--- src/rtl/dcab_pkg.sv ---
// ---------------------------------------------------------------------------
// dcab_pkg
// Types and constants of the detection cell argmax and box filter.
// ---------------------------------------------------------------------------
package dcab_pkg;

    localparam int CLASS_W     = 7;
    localparam int SCORE_W     = 16;
    localparam int COORD_W     = 16;
    localparam int NET_W       = 12;
    localparam int EDGE_W      = 19;
    localparam int CLIP_W      = 18;
    localparam int IN_TDATA_W  = 96;
    localparam int OUT_TDATA_W = 88;
    localparam int CFG_INDEX_W = 2;
    localparam int CFG_DATA_W  = 12;

    localparam logic [NET_W-1:0]   DEFAULT_NET_W   = 12'd640;
    localparam logic [NET_W-1:0]   DEFAULT_NET_H   = 12'd384;
    localparam logic [CLASS_W-1:0] DEFAULT_CLASSES = 7'd80;

    localparam logic [CFG_INDEX_W-1:0] REG_NET_WIDTH  = 2'd0;
    localparam logic [CFG_INDEX_W-1:0] REG_NET_HEIGHT = 2'd1;
    localparam logic [CFG_INDEX_W-1:0] REG_CLASSES    = 2'd2;

    typedef struct packed {
        logic signed [COORD_W-1:0] box_height;
        logic signed [COORD_W-1:0] box_width;
        logic signed [COORD_W-1:0] center_y;
        logic signed [COORD_W-1:0] center_x;
        logic [SCORE_W-1:0]        class_threshold;
        logic [SCORE_W-1:0]        class_score;
    } in_item_t;

    typedef struct packed {
        logic [COORD_W-1:0] out_height;
        logic [COORD_W-1:0] out_width;
        logic [COORD_W-1:0] top_edge;
        logic [COORD_W-1:0] left_edge;
        logic [SCORE_W-1:0] confidence;
        logic [CLASS_W-1:0] class_id;
    } result_t;

    typedef struct packed {
        logic               valid;
        logic [COORD_W-1:0] left_edge;
        logic [COORD_W-1:0] top_edge;
        logic [COORD_W-1:0] out_width;
        logic [COORD_W-1:0] out_height;
    } box_t;

    function automatic logic [CLIP_W-1:0] clip_edge(
        input logic signed [EDGE_W-1:0] v,
        input logic signed [EDGE_W-1:0] hi
    );
        logic [CLIP_W-1:0] r;
        if (v < 0)
        begin
            r = '0;
        end
        else if (v > hi)
        begin
            r = hi[CLIP_W-1:0];
        end
        else
        begin
            r = v[CLIP_W-1:0];
        end
        return r;
    endfunction

endpackage

--- src/rtl/dcab_box_clip.sv ---
// ---------------------------------------------------------------------------
// dcab_box_clip
// Clip a centre-size box to the network area and check its extent.
// ---------------------------------------------------------------------------
module dcab_box_clip
(
    input  logic signed [dcab_pkg::COORD_W-1:0] center_x,
    input  logic signed [dcab_pkg::COORD_W-1:0] center_y,
    input  logic signed [dcab_pkg::COORD_W-1:0] box_width,
    input  logic signed [dcab_pkg::COORD_W-1:0] box_height,
    input  logic [dcab_pkg::NET_W-1:0]          net_width,
    input  logic [dcab_pkg::NET_W-1:0]          net_height,
    output dcab_pkg::box_t                      box
);
    import dcab_pkg::*;

    logic [NET_W-1:0]         nw_eff;
    logic [NET_W-1:0]         nh_eff;
    logic signed [EDGE_W-1:0] hx;
    logic signed [EDGE_W-1:0] hy;
    logic signed [EDGE_W-1:0] cx2;
    logic signed [EDGE_W-1:0] cy2;
    logic signed [EDGE_W-1:0] wx;
    logic signed [EDGE_W-1:0] hh;
    logic [CLIP_W-1:0]        l;
    logic [CLIP_W-1:0]        r;
    logic [CLIP_W-1:0]        t;
    logic [CLIP_W-1:0]        b;
    logic                     size_pos;

    always_comb
    begin
        nw_eff = (net_width == '0) ? DEFAULT_NET_W : net_width;
        nh_eff = (net_height == '0) ? DEFAULT_NET_H : net_height;
        hx     = signed'({2'b00, nw_eff - 12'd1, 5'b00000});
        hy     = signed'({2'b00, nh_eff - 12'd1, 5'b00000});
        cx2    = signed'({{2{center_x[COORD_W-1]}}, center_x, 1'b0});
        cy2    = signed'({{2{center_y[COORD_W-1]}}, center_y, 1'b0});
        wx     = signed'({{3{box_width[COORD_W-1]}}, box_width});
        hh     = signed'({{3{box_height[COORD_W-1]}}, box_height});
        l      = clip_edge(cx2 - wx, hx);
        r      = clip_edge(cx2 + wx, hx);
        t      = clip_edge(cy2 - hh, hy);
        b      = clip_edge(cy2 + hh, hy);

        size_pos = !box_width[COORD_W-1] && (box_width != '0)
                && !box_height[COORD_W-1] && (box_height != '0);

        box.valid      = size_pos && (r > l) && (b > t);
        box.left_edge  = l[COORD_W:1];
        box.top_edge   = t[COORD_W:1];
        box.out_width  = r[COORD_W:1] - l[COORD_W:1];
        box.out_height = b[COORD_W:1] - t[COORD_W:1];
    end

endmodule

--- src/rtl/detection_cell_argmax_box_filter.sv ---
// ---------------------------------------------------------------------------
// detection_cell_argmax_box_filter
// Running class argmax per grid cell, then box clip and detection filter.
// ---------------------------------------------------------------------------
//  channel   dir  signals                          payload
//  s_axis    in   tvalid tready tdata[95:0] tlast  one class score, box, last class
//  m_axis    out  tvalid tready tdata[87:0]        one detection per kept cell
//  cfg       in   cfg_we cfg_index cfg_data        net size, class count
//
//  One beat per cycle in, unless a stalled result holds the input register.
//  Argmax compare and box clip sit between the input and result registers.
//  Reset clears the argmax state and loads 640 x 384 and 80 classes.
//  A stalled result holds in the output register; input stalls only when
//  both the input register and the result register are full.
// ---------------------------------------------------------------------------
module detection_cell_argmax_box_filter
#(
    parameter int NUM_CLASSES = 80
)
(
    input  logic                                 clk,
    input  logic                                 rst_n,
    input  logic                                 s_axis_tvalid,
    output logic                                 s_axis_tready,
    // class_score, class_threshold, center_x, center_y, box_width, box_height
    input  logic [dcab_pkg::IN_TDATA_W-1:0]      s_axis_tdata,
    input  logic                                 s_axis_tlast,
    output logic                                 m_axis_tvalid,
    input  logic                                 m_axis_tready,
    // class_id, confidence, left_edge, top_edge, out_width, out_height, pad
    output logic [dcab_pkg::OUT_TDATA_W-1:0]     m_axis_tdata,
    input  logic                                 cfg_we,
    input  logic [dcab_pkg::CFG_INDEX_W-1:0]     cfg_index,
    input  logic [dcab_pkg::CFG_DATA_W-1:0]      cfg_data
);
    import dcab_pkg::*;

    localparam int CW = (NUM_CLASSES > 1) ? $clog2(NUM_CLASSES) : 1;
    localparam logic [CW-1:0] LAST_IDX = CW'(NUM_CLASSES - 1);

    logic               a_valid_reg;
    in_item_t           a_item_reg;
    logic               a_last_reg;
    logic [SCORE_W-1:0] best_score_reg;
    logic [CW-1:0]      best_index_reg;
    logic [SCORE_W-1:0] best_thr_reg;
    logic [CW-1:0]      cnt_reg;
    logic               out_valid_reg;
    result_t            out_data_reg;
    logic [NET_W-1:0]   net_width_reg;
    logic [NET_W-1:0]   net_height_reg;
    logic [CLASS_W-1:0] classes_reg;

    logic [SCORE_W-1:0] best_score_next;
    logic [CW-1:0]      best_index_next;
    logic [SCORE_W-1:0] best_thr_next;
    logic [CW-1:0]      cnt_next;
    logic [SCORE_W-1:0] thr_base;
    logic [CLASS_W-1:0] cls;
    logic               emit;
    logic               adv;
    result_t            out_data_next;
    box_t               box;

    dcab_box_clip u_box
    (
        .center_x   (a_item_reg.center_x),
        .center_y   (a_item_reg.center_y),
        .box_width  (a_item_reg.box_width),
        .box_height (a_item_reg.box_height),
        .net_width  (net_width_reg),
        .net_height (net_height_reg),
        .box        (box)
    );

    assign adv           = a_valid_reg && (!out_valid_reg || m_axis_tready);
    assign s_axis_tready = !a_valid_reg || adv;
    assign m_axis_tvalid = out_valid_reg;
    assign m_axis_tdata  = {1'b0, out_data_reg};

    always_comb
    begin
        thr_base = (cnt_reg == '0) ? a_item_reg.class_threshold : best_thr_reg;
        if (a_item_reg.class_score > best_score_reg)
        begin
            best_score_next = a_item_reg.class_score;
            best_index_next = cnt_reg;
            best_thr_next   = a_item_reg.class_threshold;
        end
        else
        begin
            best_score_next = best_score_reg;
            best_index_next = best_index_reg;
            best_thr_next   = thr_base;
        end
        cnt_next = (cnt_reg < LAST_IDX) ? cnt_reg + 1'b1 : cnt_reg;
        cls      = CLASS_W'(best_index_next);
        emit     = a_last_reg && (cls < classes_reg)
                && (best_score_next >= best_thr_next) && box.valid;

        out_data_next.class_id   = cls;
        out_data_next.confidence = best_score_next;
        out_data_next.left_edge  = box.left_edge;
        out_data_next.top_edge   = box.top_edge;
        out_data_next.out_width  = box.out_width;
        out_data_next.out_height = box.out_height;
    end

    always_ff @(posedge clk or negedge rst_n)
    begin
        if (!rst_n)
        begin
            a_valid_reg    <= 1'b0;
            out_valid_reg  <= 1'b0;
            best_score_reg <= '0;
            best_index_reg <= '0;
            best_thr_reg   <= '0;
            cnt_reg        <= '0;
            net_width_reg  <= DEFAULT_NET_W;
            net_height_reg <= DEFAULT_NET_H;
            classes_reg    <= DEFAULT_CLASSES;
        end
        else
        begin
            if (s_axis_tvalid && s_axis_tready)
            begin
                a_valid_reg <= 1'b1;
            end
            else if (adv)
            begin
                a_valid_reg <= 1'b0;
            end

            if (adv)
            begin
                out_valid_reg <= emit;
                if (a_last_reg)
                begin
                    best_score_reg <= '0;
                    best_index_reg <= '0;
                    best_thr_reg   <= '0;
                    cnt_reg        <= '0;
                end
                else
                begin
                    best_score_reg <= best_score_next;
                    best_index_reg <= best_index_next;
                    best_thr_reg   <= best_thr_next;
                    cnt_reg        <= cnt_next;
                end
            end
            else if (m_axis_tready)
            begin
                out_valid_reg <= 1'b0;
            end

            if (cfg_we)
            begin
                case (cfg_index)
                    REG_NET_WIDTH:  net_width_reg  <= cfg_data[NET_W-1:0];
                    REG_NET_HEIGHT: net_height_reg <= cfg_data[NET_W-1:0];
                    REG_CLASSES:    classes_reg    <= cfg_data[CLASS_W-1:0];
                    default:        ;
                endcase
            end
        end
    end

    always_ff @(posedge clk)
    begin
        if (s_axis_tvalid && s_axis_tready)
        begin
            a_item_reg <= in_item_t'(s_axis_tdata);
            a_last_reg <= s_axis_tlast;
        end
        if (adv && emit)
        begin
            out_data_reg <= out_data_next;
        end
    end

endmodule

--- config.mk ---
export PLATFORM = sky130hd
export DESIGN_NAME = detection_cell_argmax_box_filter
export DESIGN_NICKNAME = d
export VERILOG_FILES = /design/src/rtl/dcab_pkg.sv /design/src/rtl/dcab_box_clip.sv /design/src/rtl/detection_cell_argmax_box_filter.sv
export SDC_FILE = /design/constraint.sdc
export NUM_CORES = 1
export LEC_CHECK = 0
export BUFFER_PORTS_ARGS = -buffer_cell sky130_fd_sc_hd__clkbuf_2
export CORE_UTILIZATION = 30
export DETAILED_ROUTE_END_ITERATION = 7
export PLACE_DENSITY_LB_ADDON = 0.08
export SETUP_SLACK_MARGIN = 0.15
export SYNTH_ARGS = -nofsm -noshare
export SYNTH_HDL_FRONTEND = slang
export SYNTH_SLANG_ARGS = --single-unit
--- constraint.sdc ---
create_clock -name clk -period 15.56 [get_ports clk]
set_input_delay 3.112 -clock clk [delete_from_list [all_inputs] [get_ports clk]]
set_output_delay 3.112 -clock clk [all_outputs]
set_load 0.02 [all_outputs]
### After elaboration in Yosys (flattened, before gate mapping)

Index checks and enable logic that the tools add are counted.

* bits in registers: 263
* output and inout port bits: 90
* input bits: 116
* word-level logic and storage cells: 100

* $add $sub $neg: 9
* mux-type cells: 23
* equality and inequality tests: 2
* reductions and logical operators: 30
* order comparisons: 14

Operators with widths (count)
* two-way mux 18 bit: 8
* > comparator 18 bit: 6
* two-way mux 16 bit: 5
* < comparator 18 x 1 -> 1 bit, second input constant: 4
* adder 17 x 16 -> 18 bit: 2
* subtractor 17 x 16 -> 18 bit: 2
* nonzero test 16 bit: 2
* subtractor 16 bit: 2
* two-way mux 7 bit: 4
* zero test 12 bit: 2
* two-way mux 12 bit: 2
* subtractor 12 x 1 -> 12 bit, second input constant: 2
* >= comparator 16 bit: 1
* > comparator 16 bit: 1
* logical AND 1 bit: 11
* AND reduction 2 bit: 4
* adder 7 x 1 -> 7 bit, second input constant: 1
* zero test 7 bit: 1
* < comparator 7 bit: 1
* < comparator 7 bit, second input constant: 1
* nonzero test 2 bit: 3
* zero test 1 bit: 4
* two-way mux 1 bit: 4
* equality test 2 x 1 -> 1 bit, second input constant: 1
* 3 further kinds: 4

### Logic depth before layout (Yosys ltp)

Gate-level depths: netlist of the first run.

* depth in word-level cells: 11
* gate-level depth with buffers: 33
* mapped depth without buffers: 33

### By module

A second synthesis of the first run with hierarchy kept.

* cells, all modules: 1777
* area, all modules: 17978.5 um^2

By module, submodules not included
* detection_cell_argmax_box_filter: area an instance 10299.9 um^2, cells an instance 673, instances 1, sequential area each 7509.7 um^2
* dcab_box_clip: area an instance 7678.6 um^2, cells an instance 1104, instances 1, sequential area each 0.0 um^2

### Worst setup path after synthesis of the first run

OpenSTA, ideal clock, no wires.

* path kind: reg-to-reg
* from: reg net_height_reg[3]
* to: reg out_valid_reg (netlist: m_axis_tvalid)
* data required time: 15.451 ns
* setup time: 0.109 ns
* slack: 2.799 ns
* cell stages (with the launch flop): 29
* arrival: 12.652 ns
* clock period less this slack: 12.761 ns
* path buffers: 1
* cells stage by stage: dfrtp_1 or4_1 or3_1 or3_1 nor3_2 nor2_1 nor3_1 xnor2_1 ha_1 a21o_1 a21o_1 a21oi_1 o21ai_0 a21oi_1 nor2b_1 o21a_1 o21ai_0 clkbuf_1 mux2i_1 nor2_1 ha_1 nand4_1 inv_1 nand4_1 o22ai_1 nor4_1 o311ai_0 a311oi_1 or2_2

* longest elaborated chain between the ends: 10
* elaborated cells on any way between the ends: 13
* those cells by class: 1 x add/sub; 3 x order compare; 6 x mux; 3 x reduce/logical

Ends and longest elaborated chain
* start: declaration: line detection_cell_argmax_box_filter.sv:51 `logic [NET_W-1:0] net_height_reg;`
* start signal: assignment: line detection_cell_argmax_box_filter.sv:161 `REG_NET_HEIGHT: net_height_reg <= cfg_data[NET_W-1:0];`
* zero test 12 bit: line dcab_box_clip.sv:34 `nh_eff = (net_height == '0) ? DEFAULT_NET_H : net_height;`
* two-way mux 12 bit (*): line dcab_box_clip.sv:34
* subtractor 12 x 1 -> 12 bit (*): line dcab_box_clip.sv:36 `hy = signed'({2'b00, nh_eff - 12'd1, 5'b00000});`
* > comparator 18 bit: line dcab_pkg.sv:61 `else if (v > hi)`
* two-way mux 18 bit: line dcab_pkg.sv:61
* two-way mux 18 bit: line dcab_pkg.sv:57 `if (v < 0)`
* > comparator 18 bit (*): line dcab_box_clip.sv:49 `box.valid = size_pos && (r > l) && (b > t);`
* logical AND 1 bit (*): line dcab_box_clip.sv:49
* logical AND 1 bit (*): line detection_cell_argmax_box_filter.sv:99 `&& (best_score_next >= best_thr_next) && box.valid;`
* two-way mux 1 bit (*): line detection_cell_argmax_box_filter.sv:134 `if (adv)`
* end signal: assignment: line detection_cell_argmax_box_filter.sv:136 `out_valid_reg <= emit;`
* end: declaration: line detection_cell_argmax_box_filter.sv:48 `logic out_valid_reg;`

Every way passes the cells marked *; elsewhere a longest branch is shown, timed or not.
A chain may end at the register's enable or synchronous reset.

### Final worst setup path of the first run

* from: reg a_item_reg[81] (netlist name)
* to: reg out_data_reg (netlist bit m_axis_tdata[25]), enable pin

* longest elaborated chain between the ends: 8
* elaborated cells on any way between the ends: 17
* those cells by class: 2 x add/sub; 5 x order compare; 4 x mux; 6 x reduce/logical

Ends and longest elaborated chain
* start: declaration: line detection_cell_argmax_box_filter.sv:42 `in_item_t a_item_reg;`
* start signal: assignment: line detection_cell_argmax_box_filter.sv:173 `a_item_reg <= in_item_t'(s_axis_tdata);`
* adder 17 x 16 -> 18 bit or subtractor 17 x 16 -> 18 bit (tied branches): line dcab_box_clip.sv:44, dcab_box_clip.sv:43
* > comparator 18 bit: line dcab_pkg.sv:61
* two-way mux 18 bit: line dcab_pkg.sv:61
* two-way mux 18 bit: line dcab_pkg.sv:57
* > comparator 18 bit: line dcab_box_clip.sv:49
* logical AND 1 bit (*): line dcab_box_clip.sv:49
* logical AND 1 bit (*): line detection_cell_argmax_box_filter.sv:99
* logical AND 1 bit (*): line detection_cell_argmax_box_filter.sv:176 `if (adv && emit)`
* end signal: assignment: line detection_cell_argmax_box_filter.sv:178 `out_data_reg <= out_data_next;`
* end: declaration: line detection_cell_argmax_box_filter.sv:49 `result_t out_data_reg;`

Marked as above.

==> results of run 1 <==
## metal layers
layer | global-route usage (%) | routed length, microns | up-vias
li1 | - | - | 6624
met1 | 25.0 | 25900 | 6248
met2 | 25.6 | 21600 | 260
met3 | 4.20 | 2680 | 90
met4 | 4.96 | 1120 | 28
met5 | 0 | 172 | -
## tightest hold or removal path: cells and delay by family, from the launching register on
kind,cells,cell delay (ns)
AND/OR/NAND/NOR,1,0.04
AO/OA/AOI/OAI,1,0.06
flip-flops,1,0.34
## through the flow
stage	worst slack, ns	hold slack [ns]	cell area (sq um)
3_5_place_dp	7.55	0.467	19400
2_1_floorplan	2.80	0.446	17500
4_1_cts	7.51	0.481	20500
6_report	7.48	0.475	20500
5_1_grt	6.93	0.502	20500
3_3_place_gp	7.64	0.458	19400
## logic make-up after synthesis
family / Yosys count / share of synthesized area [%]
AOI/OAI and AO/OA: 383 / 14.3
xor gates and xnor gates: 93 / 4.66
adders and majority gates: 194 / 14.1
buffers and inverters: 169 / 3.94
DFF: 263 / 42.9
muxes: 80 / 4.89
other: 1 / 0.0214
and+or+nand+nor: 530 / 15.1
## cell type report
| type | count | area share (%) |
|---|---|---|
| timing repair buffer | 219 | 5.54 |
| inverter | 118 | 2.16 |
| multi-input combinational | 1281 | 45.5 |
| clock inverter | 19 | 0.580 |
| tap | 765 | 4.67 |
| clock buffer | 44 | 4.90 |
| sequential | 263 | 36.6 |
## Yosys cell counts, drive strengths merged (7+ instances only)
| master | count |
|---|---|
| mux2 | 44 |
| a31oi | 8 |
| a211oi | 21 |
| o31ai | 7 |
| nand2 | 143 |
| or2 | 21 |
| nor3 | 43 |
| or3 | 12 |
| nor4 | 25 |
| xor2 | 25 |
| inv | 117 |
| and2 | 15 |
| a21oi | 103 |
| dfrtp | 73 |
| mux2i | 36 |
| o21bai | 9 |
| a211o | 7 |
| o21ai | 110 |
| ha | 188 |
| a21o | 36 |
| nand2b | 29 |
| nand4 | 29 |
| buf | 19 |
| nor2 | 136 |
| edfxtp | 184 |
| o21a | 15 |
| xnor2 | 68 |
| nor2b | 30 |
| clkbuf | 32 |
| nand3 | 17 |
| and3 | 12 |
## worst min-delay path by stage
stage                       from           endpoint  slack (ns)  cells past startpoint
6_report        best_thr_reg[10]   best_thr_reg[10]        0.47                      2
5_1_grt        best_index_reg[3]  best_index_reg[3]        0.50                      2
4_1_cts        best_index_reg[5]  best_index_reg[5]        0.48                      2
3_5_place_dp   best_index_reg[5]  best_index_reg[5]        0.47                      2
3_3_place_gp   best_index_reg[2]  best_index_reg[2]        0.46                      2
2_1_floorplan  best_index_reg[1]  best_index_reg[1]        0.45                      2
## power groups by stage
stage / sequential (mW) / clock [mW] / combinational (mW)
2_1_floorplan: 0.904 / 0 / 0.972
3_3_place_gp: 0.910 / 0 / 1.31
3_5_place_dp: 0.911 / 0 / 1.30
4_1_cts: 0.898 / 0.818 / 1.31
5_1_grt: 0.905 / 0.840 / 1.47
6_report: 0.897 / 0.789 / 1.30
==> summary.md, run 1 <==
| Metric | Value |
|---|---|
| CP Data Required Time | `15.74 ns` |
| Register area share after synthesis | `42.9%` |
| FF-to-FF setup slack | `7.48 ns` |
| Max Clk Rate | `124 MHz` |
| Final setup fails | `0` |
| Max-slew violations | `0` |
| Switching power | `1.14 mW` |
| Final wirelength | `51.4 mm` |
| EDFF count, synth | `184` |
| Tcrit/Tclk final | `51.9%` |
| Site row count | `88` |
| Reg clk slew, reported paths | `0.06 ns` |
| Max incr delay on CP | `0.68 ns` |
| Internal | `1.85 mW` |
| Placed Instances | `2646` |
| Initial Util | `30.3%` |
| Fin cells | `2709` |
| Clock power frac | `26.5%` |
| Routed Antenna Nets | `0` |
| Post-CTS Hold Buffers | `0` |
| Clk Latency, worst-skew pair | `0.56 ns` |
| CTS tree | `built` |
| Max Root-Sink Buffers | `3` |
| # DRC | `0` |
| Port buffer count | `204` |
| Synth top area cells | `edfxtp_1 32%, ha_1 13%, dfrtp_1 10%` |
| Post-synth ARST share | `30.0%` |
| Dominant synthesized flop cell | `edfxtp_1` |
| Layout cells sized above 1 | `19.2%` |
| Family with the most delay on the worst path | `compound AO/OA/AOI/OAI gates` |
| Ports | `206` |
| CP bufs+invs | `3` |
| Finished Core Util | `35.5%` |
| CTS Buf Count | `35` |
| CP max FO | `64` |
| Leak Pwr | `8.78 nW` |
| Setup_tns | `0 ns` |
| Crit. path cell count | `26` |
| Syn nets | `2023` |
| Slew Limit Headroom | `29.0%` |
| Crit path max-delay cell type | `buf_4` |
| Top-area cell type share of the netlist area | `31.6%` |
| DP HPWL | `40.9 mm` |
| Synth Cell Area | `17500 sq um` |
| CTS Sinks | `263` |
| Die area | `59300 sq um` |
| Depth of the most critical reg-to-reg path | `26` |
| Total power | `2.98 mW` |
| RSZ-0062 raised after global routing | `false` |
| Hold/Removal Path Class | `reg -> reg` |
| Final hold vios | `0` |
| Die Wd | `243 microns` |
| Pwr Density | `146 nW/um^2` |
| Worst path arrival time | `8.26 ns` |
| Vias | `13.3k` |
| Vias per cell | `4.89` |
| CP endpoint | `m_axis_tdata[25]` |
| Root buf cell | `clkbuf_16` |
| Die height | `243 microns` |
| WL per Instance | `19.0 microns` |
| Slew @ Worst Pin | `1.06 ns` |
| Aggregate global-route resource usage | `17.4%` |
| Fin nets | `2228` |
| Fin Clk Skew | `0.0151 ns` |
| Largest net degree at the start of global routing | `68` |
| Yosys warnings | `0` |
| Net Sw Frac | `38.1%` |
| Worst Setup End Kind | `flip-flop` |
| Yosys reg bits | `263` |
| First-pass GRT wire length | `79.1 mm` |
| Status | `finished clean` |
| Critical Path Source | `a_item_reg[81]` |
| Crit path time final | `8.08 ns` |
| Critical path class | `reg -> reg` |
| Largest register FFs | `96` |
| Layout filler cell count | `5873` |
| Syn Area/Cell | `10.2 sq um` |
| Synth area leader | `edfxtp_1` |
| Synth unique cells | `97` |
| R2R Path End | `m_axis_tdata[25]` |
| R2R Path Start | `a_item_reg[81]` |
| Iter 0 DRT Violations | `751` |
| Initial antenna violation count | `14` |
| GPL Wtd Cong | `0.901` |
| CTS H-tree depth | `2` |
| Post-CTS setup buffer count | `0` |
| Multi-input logic area | `9320 sq um` |
| Most frequent cells in the layout | `203 x clkbuf_2, 188 x ha_1, 184 x edfxtp_1, 141 x nand2_1, 135 x nor2_1` |
| MaxCap Viol Count | `0` |
| Combinational Power Share | `43.5%` |
| Antenna cell count | `0` |
| Startpoint Class | `flip-flop` |
| Worst vdd ir | `0.0663 mV` |
| Synth-to-Final Area Change | `17.2%` |
| Grt ovf | `0` |
| Post-cts resize count | `0` |
| Core ar. | `57700 sq um` |
| Syn Inst Count | `1713` |
| Most common cell after layout, fill and taps aside | `clkbuf_2` |
| Number of global-route vias before repair | `13.3k` |
| Sequential cell area | `7510 sq um` |
| Seq pwr share | `30.1%` |
| Drt first pass iters | `6` |
Note: power is estimated with default switching activity, not from simulation.
==> inputs of run 2 (changes only) <==
clock period = 6.8 ns   (was 15.56 ns; I/O delays follow)
==> summary.md, run 2 (synthesis gave the netlist of run 1 again) <==
| Metric | Value |
|---|---|
| Seq pwr share | `25.7%` |
| Placed Instances | `2799` |
| HP Start | `best_index_reg[5]` |
| CTS tree | `built` |
| RSZ-0062 raised after global routing | `true` |
| Die height | `243 microns` |
| Finished Core Util | `40.3%` |
| Fin nets | `2437` |
| Vias | `14.1k` |
| Worst vdd ir | `0.164 mV` |
| CTS Sinks | `263` |
| Layout cells sized above 1 | `33.2%` |
| Most frequent cells in the layout | `203 x clkbuf_2, 196 x buf_4, 184 x edfxtp_1, 163 x ha_1, 136 x nand2_1` |
| Critical path class | `reg -> reg` |
| Max Clk Rate | `154 MHz` |
| Aggregate global-route resource usage | `17.5%` |
| Reg clk slew, reported paths | `0.06 ns` |
| Initial antenna violation count | `14` |
| Number of global-route vias before repair | `13.9k` |
| Fin Clk Skew | `0.0219 ns` |
| Max incr delay on CP | `0.46 ns` |
| Final hold vios | `0` |
| Worst path arrival time | `6.74 ns` |
| DP Worst Slack | `-0.163 ns` |
| Setup_tns | `0 ns` |
| Drt first pass iters | `5` |
| Most common cell after layout, fill and taps aside | `clkbuf_2` |
| Die area | `59300 sq um` |
| R2R Path Start | `a_item_reg[65]` |
| Fin cells | `2920` |
| R2R Path End | `m_axis_tdata[59]` |
| Final worst slack | `0.320 ns` |
| Switching power | `2.97 mW` |
| GPL Wtd Cong | `0.908` |
| Status | `finished clean` |
| Slew @ Worst Pin | `1.09 ns` |
| Crit path time final | `6.48 ns` |
| Internal | `5.03 mW` |
| Depth of the most critical reg-to-reg path | `29` |
| Worst Setup End Kind | `flip-flop` |
| Crit path max-delay cell type | `a2111o_1` |
| Tcrit/Tclk final | `95.3%` |
| Final wirelength | `53.6 mm` |
| Site row count | `88` |
| Initial Util | `30.3%` |
| Synth-to-Final Area Change | `33.0%` |
| Vias per cell | `4.83` |
| Combinational Power Share | `51.8%` |
| First-pass GRT wire length | `80.7 mm` |
| Clk Latency, worst-skew pair | `0.56 ns` |
| Max Root-Sink Buffers | `3` |
| Pwr Density | `344 nW/um^2` |
| Largest register FFs | `96` |
| CP Data Required Time | `7.06 ns` |
| Largest net degree at the start of global routing | `69` |
| Port buffer count | `204` |
| CTS Buf Count | `35` |
| Placed Area | `20600 sq um` |
| MaxCap Viol Count | `0` |
| CP bufs+invs | `4` |
| Design Area, Final | `23300 sq um` |
| Slew Limit Headroom | `26.8%` |
| Leak Pwr | `10.0 nW` |
| Max-slew violations | `0` |
| Die Wd | `243 microns` |
| Clock power frac | `22.6%` |
| Hold Crit Endpoint | `best_index_reg[5]` |
| Hold Path Stages | `2` |
| FF-to-FF setup slack | `0.32 ns` |
| Net Sw Frac | `37.1%` |
| Startpoint Class | `flip-flop` |
| CTS H-tree depth | `2` |
| Routed Antenna Nets | `0` |
| Family with the most delay on the worst path | `compound AO/OA/AOI/OAI gates` |
| Grt ovf | `0` |
| Hold/Removal Path Class | `reg -> reg` |
| WL per Instance | `18.3 microns` |
| Layout filler cell count | `5719` |
| # DRC | `0` |
| DP HPWL | `41.7 mm` |
| Final setup fails | `0` |
| CP max FO | `8` |
| Core ar. | `57700 sq um` |
| Ports | `206` |
| Iter 0 DRT Violations | `664` |
| Root buf cell | `clkbuf_16` |
[run 2: changes by cell type in the layout (fill, tap and decap cells not counted), sizes merged]
cell / delta
bufinv: +1
nor2: +1
clkinvlp: +2
inv: -2
diode: +2
buf: +202
clkinv: -1
clkbuf: +6
[run 2: routing by layer]
metal	routed length, microns	GRT usage, %	up-vias
li1	-	-	7045
met1	26400	25.0	6687
met2	23300	26.6	253
met3	2770	4.26	80
met4	987	3.90	24
met5	149	0	-
[run 2: layout make-up]
| cell class | count | area, sq um | area share, % |
|---|---|---|---|
| Timing Repair Buffer | 427 | 3000 | 12.9 |
| Antenna cell | 2 | 5.00 | 0.0215 |
| Sequential cell | 263 | 7510 | 32.3 |
| Clock inverter | 19 | 169 | 0.726 |
| Inverter | 118 | 443 | 1.90 |
| Clock buffer | 44 | 941 | 4.04 |
| Tap cell | 765 | 957 | 4.11 |
| Multi-Input combinational cell | 1282 | 10200 | 44.0 |
[run 2: worst register-to-register path, delay by kind of cell, from the launching register on]
family	cells	cell delay, ns
xor gates and xnor gates	1	0.23
buffers and inverters	4	0.62
and+or+nand+nor	6	0.97
DFF	1	0.45
AOI/OAI and AO/OA	15	2.91
adders and majority gates	3	1.03
[run 2: worst max path at each step]
| stage | end | slack [ns] | from | cells past startpoint |
|---|---|---|---|---|
| detailed placement | m_axis_tdata[19] | -0.16 | net_height_reg[6] | 29 |
| global route | m_axis_tdata[58] | -0.06 | a_item_reg[65] | 29 |
| CTS | m_axis_tdata[36] | 0.15 | a_item_reg[66] | 30 |
| global placement | m_axis_tdata[16] | -0.12 | net_height_reg[6] | 29 |
| floorplan | m_axis_tdata[0] | -1.11 | net_height_reg[6] | 27 |
| finish | m_axis_tdata[59] | 0.32 | a_item_reg[65] | 29 |
[run 2: repair_timing]
action	CTS	global route
endpoints found under the setup margin	94	103
gates cloned	1	8
setup buffers	12	35
gates resized for setup	27	159
hold buffers	0	0
pin swaps	13	98
hold endpoints to repair	0	0
[run 2: stage by stage]
step	hold slack, ns	total power [mW]
6_report	0.476	7.99
5_1_grt	0.501	8.56
4_1_cts	0.480	7.54
3_5_place_dp	0.466	5.61
3_3_place_gp	0.458	5.60
2_1_floorplan	0.446	4.33
[run 2: power groups by stage]
stage / clock network, mW / logic [mW] / registers, mW
4_1_cts: 1.87 / 3.62 / 2.05
3_3_place_gp: 0 / 3.51 / 2.08
5_1_grt: 1.94 / 4.56 / 2.07
6_report: 1.80 / 4.14 / 2.05
2_1_floorplan: 0 / 2.26 / 2.07
3_5_place_dp: 0 / 3.53 / 2.08
